**src/hw/rtl/jdcm_pkg.sv**
```systemverilog
// Shared types and constants for the joystick dead-zone calibrate and map unit.
package jdcm_pkg;

  localparam int unsigned SampleW = 12;
  localparam int unsigned QuotW   = 7;
  localparam int unsigned NumW    = SampleW + QuotW;
  localparam int unsigned AngleW  = 8;
  localparam int unsigned CntW    = 10;
  localparam int unsigned BitIdxW = 3;
  localparam int unsigned BtnN    = 4;
  localparam int unsigned InW     = 32;
  localparam int unsigned OutW    = 24;

  localparam logic [SampleW-1:0] AdcFull      = 12'd4095;
  localparam logic [QuotW-1:0]   XScale       = 7'd89;
  localparam logic [QuotW-1:0]   YScale       = 7'd90;
  localparam logic [AngleW-1:0]  XCenter      = 8'd90;
  localparam logic [AngleW-1:0]  XAboveOffset = 8'd91;
  localparam logic [AngleW-1:0]  YBelowOffset = 8'd90;

  typedef enum logic [1:0] {
    REG_INSIDE,
    REG_BELOW,
    REG_ABOVE
  } region_e;

  typedef enum logic [1:0] {
    ST_IDLE,
    ST_DIV,
    ST_DONE
  } state_e;

  typedef struct packed {
    logic               cal;
    logic               cal_first;
    logic               start;
    logic               step;
    logic [BitIdxW-1:0] bit_idx;
  } lane_ctrl_t;

endpackage

```
**src/hw/rtl/jdcm_lane.sv**
```systemverilog
// One axis lane: dead-zone bounds tracking and a restoring divider for the mapping.
module jdcm_lane (
  input  logic                          clk_i,
  input  logic                          rst_ni,
  input  jdcm_pkg::lane_ctrl_t          ctrl_i,
  input  logic [jdcm_pkg::SampleW-1:0]  sample_i,
  input  logic [jdcm_pkg::QuotW-1:0]    scale_i,
  output jdcm_pkg::region_e             region_o,
  output logic [jdcm_pkg::QuotW-1:0]    quot_o
);
  import jdcm_pkg::*;

  logic [SampleW-1:0] low_q, low_d, high_q, high_d;
  region_e            region_q, region_d;
  logic [NumW-1:0]    num_q, num_d;
  logic [SampleW-1:0] den_q, den_d;
  logic [QuotW-1:0]   quot_q, quot_d;

  logic               below, above;
  logic [SampleW-1:0] mul_in;
  logic [NumW-1:0]    shifted;

  assign below   = sample_i < low_q;
  assign above   = sample_i > high_q;
  assign mul_in  = below ? sample_i : sample_i - high_q;
  assign shifted = NumW'(den_q) << ctrl_i.bit_idx;

  always_comb begin
    low_d    = low_q;
    high_d   = high_q;
    region_d = region_q;
    num_d    = num_q;
    den_d    = den_q;
    quot_d   = quot_q;
    if (ctrl_i.cal) begin
      if (ctrl_i.cal_first) begin
        low_d  = sample_i;
        high_d = sample_i;
      end else begin
        if (below) low_d = sample_i;
        if (above) high_d = sample_i;
      end
    end
    if (ctrl_i.start) begin
      // register the product before the divide loop
      num_d    = NumW'(mul_in) * NumW'(scale_i);
      den_d    = below ? low_q : AdcFull - high_q;
      quot_d   = '0;
      region_d = below ? REG_BELOW : (above ? REG_ABOVE : REG_INSIDE);
    end
    if (ctrl_i.step && (num_q >= shifted)) begin
      num_d                  = num_q - shifted;
      quot_d[ctrl_i.bit_idx] = 1'b1;
    end
  end

  always_ff @(posedge clk_i or negedge rst_ni) begin
    if (!rst_ni) begin
      low_q    <= '0;
      high_q   <= '0;
      region_q <= REG_INSIDE;
    end else begin
      low_q    <= low_d;
      high_q   <= high_d;
      region_q <= region_d;
    end
  end

  always_ff @(posedge clk_i) begin
    num_q  <= num_d;
    den_q  <= den_d;
    quot_q <= quot_d;
  end

  assign region_o = region_q;
  assign quot_o   = quot_q;

endmodule

```
**src/hw/rtl/jdcm_merge.sv**
```systemverilog
// Merge stage: turns lane quotients into angles and holds the output word.
module jdcm_merge (
  input  logic                          clk_i,
  input  logic                          rst_ni,
  input  logic                          load_i,
  input  jdcm_pkg::region_e             x_region_i,
  input  logic [jdcm_pkg::QuotW-1:0]    x_quot_i,
  input  jdcm_pkg::region_e             y_region_i,
  input  logic [jdcm_pkg::QuotW-1:0]    y_quot_i,
  input  logic [jdcm_pkg::BtnN-1:0]     btn_raw_i,
  input  logic                          m_axis_tready_i,
  output logic                          m_axis_tvalid_o,
  output logic [jdcm_pkg::OutW-1:0]     m_axis_tdata_o
);
  import jdcm_pkg::*;

  logic                     valid_q, valid_d;
  logic [OutW-1:0]          data_q, data_d;
  logic [AngleW-1:0]        x_angle;
  logic signed [AngleW-1:0] y_angle;

  always_comb begin
    case (x_region_i)
      REG_BELOW: x_angle = AngleW'(x_quot_i);
      REG_ABOVE: x_angle = AngleW'(x_quot_i) + XAboveOffset;
      default:   x_angle = XCenter;
    endcase
  end

  always_comb begin
    case (y_region_i)
      REG_BELOW: y_angle = AngleW'(y_quot_i) - YBelowOffset;
      REG_ABOVE: y_angle = AngleW'(y_quot_i);
      default:   y_angle = '0;
    endcase
  end

  always_comb begin
    valid_d = valid_q;
    data_d  = data_q;
    if (m_axis_tready_i) valid_d = 1'b0;
    if (load_i) begin
      valid_d = 1'b1;
      data_d  = {4'b0000, ~btn_raw_i, y_angle, x_angle};
    end
  end

  always_ff @(posedge clk_i or negedge rst_ni) begin
    if (!rst_ni) begin
      valid_q <= 1'b0;
    end else begin
      valid_q <= valid_d;
    end
  end

  always_ff @(posedge clk_i) begin
    data_q <= data_d;
  end

  assign m_axis_tvalid_o = valid_q;
  assign m_axis_tdata_o  = data_q;

endmodule

```
**src/hw/rtl/joystick_deadzone_calibrate_map_unit.sv**
```systemverilog
// Top level of the joystick dead-zone calibrate and map unit.
//
//  channel  dir  handshake                        payload
//  s_axis   in   s_axis_tvalid_i/s_axis_tready_o  x, y samples and four raw buttons
//  m_axis   out  m_axis_tvalid_o/m_axis_tready_i  x, y angles and four pressed flags
//
// A calibration word gives no output word.
// A mapped word registers the scaled sample, runs seven restoring divide
// steps in the two axis lanes, then loads the output register once it is free.
// A waiting output word stalls the unit only once the next word has finished.
// rst_ni clears the calibration counter and the controller; no clearing pass.
module joystick_deadzone_calibrate_map_unit #(
  parameter int unsigned CAL_SAMPLES = 1000
) (
  input  logic                       clk_i,
  input  logic                       rst_ni,
  input  logic                       s_axis_tvalid_i,
  output logic                       s_axis_tready_o,
  // [11:0] x_sample, [23:12] y_sample, [24] button_a_raw, [25] button_b_raw,
  // [26] button_c_raw, [27] button_d_raw, [31:28] zero
  input  logic [jdcm_pkg::InW-1:0]   s_axis_tdata_i,
  output logic                       m_axis_tvalid_o,
  input  logic                       m_axis_tready_i,
  // [7:0] x_angle, [15:8] y_angle, [16] button_a_pressed, [17] button_b_pressed,
  // [18] button_c_pressed, [19] button_d_pressed, [23:20] zero
  output logic [jdcm_pkg::OutW-1:0]  m_axis_tdata_o
);
  import jdcm_pkg::*;

  state_e             state_q, state_d;
  logic [CntW-1:0]    cnt_q, cnt_d;
  logic [BitIdxW-1:0] bit_q, bit_d;
  logic [BtnN-1:0]    btn_q, btn_d;

  logic               accept, cal_done, out_free, load;
  lane_ctrl_t         ctrl;
  region_e            x_region, y_region;
  logic [QuotW-1:0]   x_quot, y_quot;

  assign accept   = s_axis_tvalid_i && s_axis_tready_o;
  assign cal_done = cnt_q == CntW'(CAL_SAMPLES);
  assign out_free = !m_axis_tvalid_o || m_axis_tready_i;

  always_comb begin
    state_d = state_q;
    case (state_q)
      ST_IDLE: if (accept && cal_done) state_d = ST_DIV;
      ST_DIV:  if (bit_q == '0) state_d = ST_DONE;
      ST_DONE: if (out_free) state_d = ST_IDLE;
      default: state_d = ST_IDLE;
    endcase
  end

  always_comb begin
    s_axis_tready_o = state_q == ST_IDLE;
    ctrl.cal        = accept && !cal_done;
    ctrl.cal_first  = cnt_q == '0;
    ctrl.start      = accept && cal_done;
    ctrl.step       = state_q == ST_DIV;
    ctrl.bit_idx    = bit_q;
    load            = (state_q == ST_DONE) && out_free;
  end

  always_comb begin
    cnt_d = cnt_q;
    bit_d = bit_q;
    btn_d = btn_q;
    if (ctrl.cal) cnt_d = cnt_q + 1'b1;
    if (ctrl.start) begin
      bit_d = BitIdxW'(QuotW - 1);
      btn_d = s_axis_tdata_i[27:24];
    end else if (ctrl.step) begin
      bit_d = bit_q - 1'b1;
    end
  end

  always_ff @(posedge clk_i or negedge rst_ni) begin
    if (!rst_ni) begin
      state_q <= ST_IDLE;
      cnt_q   <= '0;
      bit_q   <= '0;
    end else begin
      state_q <= state_d;
      cnt_q   <= cnt_d;
      bit_q   <= bit_d;
    end
  end

  always_ff @(posedge clk_i) begin
    btn_q <= btn_d;
  end

  jdcm_lane u_lane_x (
    .clk_i    (clk_i),
    .rst_ni   (rst_ni),
    .ctrl_i   (ctrl),
    .sample_i (s_axis_tdata_i[11:0]),
    .scale_i  (XScale),
    .region_o (x_region),
    .quot_o   (x_quot)
  );

  jdcm_lane u_lane_y (
    .clk_i    (clk_i),
    .rst_ni   (rst_ni),
    .ctrl_i   (ctrl),
    .sample_i (s_axis_tdata_i[23:12]),
    .scale_i  (YScale),
    .region_o (y_region),
    .quot_o   (y_quot)
  );

  jdcm_merge u_merge (
    .clk_i           (clk_i),
    .rst_ni          (rst_ni),
    .load_i          (load),
    .x_region_i      (x_region),
    .x_quot_i        (x_quot),
    .y_region_i      (y_region),
    .y_quot_i        (y_quot),
    .btn_raw_i       (btn_q),
    .m_axis_tready_i (m_axis_tready_i),
    .m_axis_tvalid_o (m_axis_tvalid_o),
    .m_axis_tdata_o  (m_axis_tdata_o)
  );

endmodule

```
**config.mk**
```make
export PLATFORM = sky130hd
export DESIGN_NAME = joystick_deadzone_calibrate_map_unit
export DESIGN_NICKNAME = d
export VERILOG_FILES = /design/src/hw/rtl/jdcm_pkg.sv /design/src/hw/rtl/jdcm_lane.sv /design/src/hw/rtl/jdcm_merge.sv /design/src/hw/rtl/joystick_deadzone_calibrate_map_unit.sv
export SDC_FILE = /design/constraint.sdc
export NUM_CORES = 1
export LEC_CHECK = 0
export ABC_CLOCK_PERIOD_IN_PS = 7000
export BUFFER_PORTS_ARGS = -buffer_cell sky130_fd_sc_hd__buf_4
export CAP_MARGIN = 20
export CORE_MARGIN = 4
export CORE_UTILIZATION = 50
export DETAILED_ROUTE_END_ITERATION = 8
export PLACE_DENSITY_LB_ADDON = 0.25
export SLEW_MARGIN = 20
export SYNTH_ARGS = -nofsm -noshare
export SYNTH_HDL_FRONTEND = slang
export SYNTH_SLANG_ARGS = --single-unit
```
**constraint.sdc**
```tcl
create_clock -name clk_i -period 7 [get_ports clk_i]
set_input_delay 1.05 -clock clk_i [delete_from_list [all_inputs] [get_ports clk_i]]
set_output_delay 1.05 -clock clk_i [all_outputs]
set_load 0.03 [all_outputs]
```
Word-level counts from Yosys, hierarchy flattened
Index checks and enable logic that the tools add are counted.
W data, S select, Z words.
Word-level totals
  bits in registers: 168
  bits of input ports: 36
  output and inout bits: 26
  word-level logic and storage cells: 115
Operators by class
  $add $sub $neg: 10
  $mul: 2
  magnitude comparators: 8
  equal/unequal tests: 10
  shift-type cells: 2
  multiplexer cells: 36
  bitwise gates (word level): 3
  reduce and logical (&&, ||, !) cells: 26
Operators by type and width (number)
  $mux W12: 12
  $mux W19: 4
  $ge A19 B19 Y1: 2
  $shl A12 B3 Y19: 2
  $sub A19 B19 Y19: 2
  $pmux W8 S2: 2
  $mux W7: 4
  $gt A12 B12 Y1: 2
  $lt A12 B12 Y1: 2
  $sub A12 B12 Y12: 2
  $sub A12 B12 Y12 const A: 2
  $mul A12 B7 Y19 const B: 1
  $mul A12 B6 Y18 const B: 1
  $reduce_bool A2 Y1: 8
  $mux W2: 7
  $or A7 B7 Y7: 2
  $add A10 B1 Y10 const B: 1
  $eq A10 B10 Y1 const B: 1
  $logic_not A10 Y1: 1
  $add A7 B7 Y8 const B: 1
  $reduce_and A2 Y1: 4
  $sub A7 B7 Y8 const B: 1
  $logic_and A1 B1 Y1: 7
  $eq A2 B1 Y1 const B: 3
  16 further kinds: 23

Longest topological paths before layout
  depth after elaboration: 6
  depth in mapped cells: 29
  depth with buffers taken out: 27

Hierarchy
Synthesis repeated with hierarchy kept, for this count alone.
Second synthesis, totals
  cell total of the unflattened synthesis: 1846
  area total of the unflattened synthesis: 17267.8 µm²
By module, submodules not included
  jdcm_lane at u_lane_x: instances 1, cells each 827, area each 7617.3 µm², seq. area each 1721.7 µm²
  jdcm_lane at u_lane_y: instances 1, cells each 834, area each 7584.8 µm², seq. area each 1721.7 µm²
  jdcm_merge: instances 1, cells each 103, area each 1133.6 µm², seq. area each 625.6 µm²
  joystick_deadzone_calibrate_map_unit: instances 1, cells each 82, area each 932.1 µm², seq. area each 495.5 µm²

Worst setup path after synthesis
Ideal clock, no wire load.
  path kind: input to register
  from: input s_axis_tdata_i[5] in the netlist's numbering
  to: register u_lane_x.num_q[18], data pin
  library setup time: 0.163 ns
  arrival: 6.596 ns
  data required time: 6.837 ns
  setup slack: 0.241 ns
  stages on the path: 25
  cell sequence: ha_1 -> a21oi_1 -> nor2b_1 -> o21ai_1 -> a21oi_1 -> or4_1 -> o22ai_1 -> buf_2 -> buf_4 -> mux2_2 -> ha_1 -> fa_1 -> ha_1 -> inv_1 -> fa_1 -> inv_1 -> ha_1 -> buf_2 -> a2111o_1 -> a31oi_1 -> o31ai_1 -> a41oi_2 -> mux2_2 -> and2_1 -> o221ai_1
On the way
  cells in the longest elaborated chain, start to end: 5
  elaborated cells between the ends (all ways): 6
  those cells by class: add/sub (1); mul (1); order compare (1); mux (3)
RTL lines
  start: declaration: RTL line joystick_deadzone_calibrate_map_unit.sv:21  | input logic [jdcm_pkg::InW-1:0] s_axis_tdata_i,
  $sub A12 B12 Y12 or $lt A12 B12 Y1 (tied branches): RTL line jdcm_lane.sv:25, jdcm_lane.sv:23
  $mux W12 *: RTL line jdcm_lane.sv:25  | assign mul_in = below ? sample_i : sample_i - high_q;
  $mul A12 B7 Y19 *: RTL line jdcm_lane.sv:46  | num_d = NumW'(mul_in) * NumW'(scale_i);
  $mux W19 *: RTL line jdcm_lane.sv:44  | if (ctrl_i.start) begin
  $mux W19 *: RTL line jdcm_lane.sv:51  | if (ctrl_i.step && (num_q >= shifted)) begin
  net u_lane_x.num_d[18]: RTL line jdcm_lane.sv:15  | logic [NumW-1:0] num_q, num_d;
  end signal: assignment: RTL line jdcm_lane.sv:70  | num_q <= num_d;
  end: declaration: RTL line jdcm_lane.sv:15
The timed path passes the listed nets; every way through them passes the cells marked *. The select of a mux whose other input is x is not followed.
A chain may end at the register's enable or synchronous reset.

Worst setup path after layout
Ends and elaborated chain as after synthesis.

==> flow_metrics.env <==
export IMPL_drtIter0Drc=671
export IMPL_finalCriticalPeriod_ns=6.64
export IMPL_cts_repair_resized=0
export IMPL_fin_util_pct=56.0
export IMPL_fmax_mhz=151
export IMPL_final_common_cell="inv_1"
export IMPL_synth_warnings=0
export IMPL_clock_latency_ns=0.43
export IMPL_path_depth=26
export IMPL_cp_start_kind="primary input"
export IMPL_mostFrequentLayoutCells="inv_1 (193), ha_1 (175), a21oi_1 (100), nor2_1 (96)"
export IMPL_worst_r2r_path_depth=26
export IMPL_gp_congestion=0.863
export IMPL_crit_buf_inv=6
export IMPL_syn_to_final_growth_pct=10.7
export IMPL_syn_cell_area_um2=14500
export IMPL_diodes=0
export IMPL_synth_yosys_seq_area_share_pct=31.5
export IMPL_clkTransAtPathRegs_ns=0.07
export IMPL_slew_violations=0
export IMPL_avgViaCountPerCell=5.51
export IMPL_grt_pass1_vias=10800
export IMPL_io_pin_count=62
export IMPL_worstPathRequired_ns=7.25
export IMPL_crit_path_max_fanout=10
export IMPL_clock_skew_ns=0.0135
export IMPL_tritoncts="yes"
export IMPL_grt_antenna_before_repair=0
export IMPL_post_cts_buffers=0
export IMPL_hold_viol_final=0
export IMPL_slowest_stage="fa_1"
export IMPL_worstPathArrival_ns=6.89
export IMPL_start_util_pct=50.6
export IMPL_crit_type="primary input to register"
export IMPL_min_path_type="register to register"
export IMPL_numPortBuffers=53
export IMPL_die_h_um=178
export IMPL_ys_ff_latch=168
export IMPL_cts_buffer_depth=2
export IMPL_min_period_over_period_pct=94.8
export IMPL_async_flop_share_pct=40.5
export IMPL_status="finished clean"
export IMPL_avgRoutedWirePerCell_um=16.1
export IMPL_clkSinkCount=168
export IMPL_fin_nets=1824
export IMPL_core_um2=28600
export IMPL_drive_gt1_share_pct=11.1
export IMPL_setup_viol_count_final=0
export IMPL_numCtsBuffers=17
export IMPL_num_rows=62
export IMPL_syn_inst=1506
export IMPL_synth_edf_count=86
export IMPL_dieArea_um2=31800
export IMPL_ys_flop_type="edfxtp_1"
export IMPL_cap_violations=0
export IMPL_slew_headroom_pct=30.5
export IMPL_vias=10900
export IMPL_post_dp_hpwl_um=25200
export IMPL_root_buffer="clkbuf_16"
export IMPL_die_w_um=178
export IMPL_cp_top_family="compound AO/OA/AOI/OAI gates"
export IMPL_hold_buffers=0
export IMPL_postSynthAreaPerCell_um2=9.62
export IMPL_tightest_slew_ns=1.04
export IMPL_endpoint_kind="register"
export IMPL_grt_overflow=0
export IMPL_antenna_left=0
export IMPL_critPathMaxStageDelay_ns=0.47
export IMPL_synth_cell_type_count=83
export IMPL_dr_pass1_iters=5
export IMPL_detail_route_wirelength_um=31700
export IMPL_cts_htree_levels=4
export IMPL_drc=0
export IMPL_grt_pass1_wl_um=53800
export IMPL_min_path_cells=1
export IMPL_rsz0062_at_grt="false"
export IMPL_grt_util_all_layers_pct=20.9
export IMPL_grt_max_degree=69
[synth_stat cells, drive strengths merged (20+ instances only)]
cell type / n / share of area, %
a21o: 40 / 2.1
a21oi: 102 / 3.6
buf: 22 / 0.98
clkbuf: 24 / 0.62
dfrtp: 68 / 12
edfxtp: 86 / 18
fa: 38 / 5.3
ha: 175 / 15
inv: 193 / 5.0
mux2: 69 / 5.4
mux2i: 63 / 4.4
nand2: 93 / 2.4
nand2b: 20 / 0.86
nand3: 22 / 0.76
nor2: 97 / 2.5
o21ai: 77 / 2.7
xnor2: 55 / 3.3
xor2: 30 / 1.8
[layer usage]
metal | wire length [µm] | global-route usage, %
met5 | 0 | 0
met1 | 15600 | 30.4
met3 | 1380 | 2.88
met2 | 14200 | 33.2
met4 | 548 | 5.15
[worst register-to-register path, cell delays in order, from the launching register on]
cell and delay, ns:
dfrtp_1 0.38, inv_1 0.08, ha_1 0.25, a21oi_1 0.16, nor2b_1 0.06, o21ai_1 0.12
a21oi_1 0.07, or4_1 0.45, o22ai_4 0.29, buf_4 0.26, mux2_2 0.38, ha_1 0.20
inv_1 0.07, fa_1 0.43, inv_1 0.07, ha_1 0.15, inv_1 0.05, fa_1 0.47
inv_1 0.04, ha_1 0.30, a2111o_1 0.44, a31oi_1 0.24, o31ai_1 0.14, a41oi_2 0.28
mux2_2 0.38, and2_1 0.14, o221ai_1 0.22
[area by class of cell]
class	count	area, µm²
Clock buffer	17	425
Clock inverter	15	143
Fill cell	2489	12600
Inverter	195	732
Multi-Input combinational cell	1100	9000
Sequential cell	168	4560
Tap cell	384	480
Timing Repair Buffer	93	698
[cell families after synthesis]
kind of cell,Yosys count,share of synthesized area (%)
xor gates and xnor gates,85,5.14
AOI/OAI and AO/OA,339,15.4
other,1,0.0259
muxes,136,10.3
buffers and inverters,241,6.65
DFF,168,31.5
and+or+nand+nor,323,10.5
adders and majority gates,213,20.4
[per-stage QoR]
stage                     instances  setup slack (ns)  area (µm²)  TNS, ns  hold slack [ns]
after CTS                      1972             0.370       16000        0            0.478
after global placement         1940            0.0173       15500        0            0.457
after detailed placement       1940           -0.0186       15500  -0.0186            0.459
after global routing           1972            0.0429       16000        0            0.502
after floorplan                1509             0.241       14500        0            0.434
final                          1972             0.362       16000        0            0.472
[worst paths after layout]
check                                    from                 end  slack [ns]
setup / recovery            s_axis_tdata_i[5]  u_lane_x.num_q[18]        0.36
hold / removal             u_lane_y.quot_o[0]  u_lane_y.quot_o[0]        0.47
setup reg to reg            u_lane_x.low_q[5]  u_lane_x.num_q[18]        0.70
hold reg to reg            u_lane_y.quot_o[0]  u_lane_y.quot_o[0]        0.47
max in group asynchronous              rst_ni   u_lane_x.low_q[0]        5.67
min in group asynchronous              rst_ni   u_lane_x.low_q[8]        0.73
[flip-flops by register name, indices dropped and copies added (netlist names)]
name,cells
u_lane_x.low_q,12
u_lane_y.region_o,2
u_lane_y.num_q,19
u_lane_y.quot_o,7
u_lane_x.den_q,12
u_lane_x.num_q,19
u_merge.m_axis_tvalid_o,1
u_lane_x.quot_o,7
u_lane_y.low_q,12
u_lane_x.high_q,12
u_merge.m_axis_tdata_o,20
u_lane_y.den_q,12
cnt_q,10
u_lane_y.high_q,12
u_lane_x.region_o,2
state_q,2
bit_q,3
btn_q,4
Power is not shown: default switching activity piles up to over one toggle a cycle in this logic, so the estimate is an artifact.
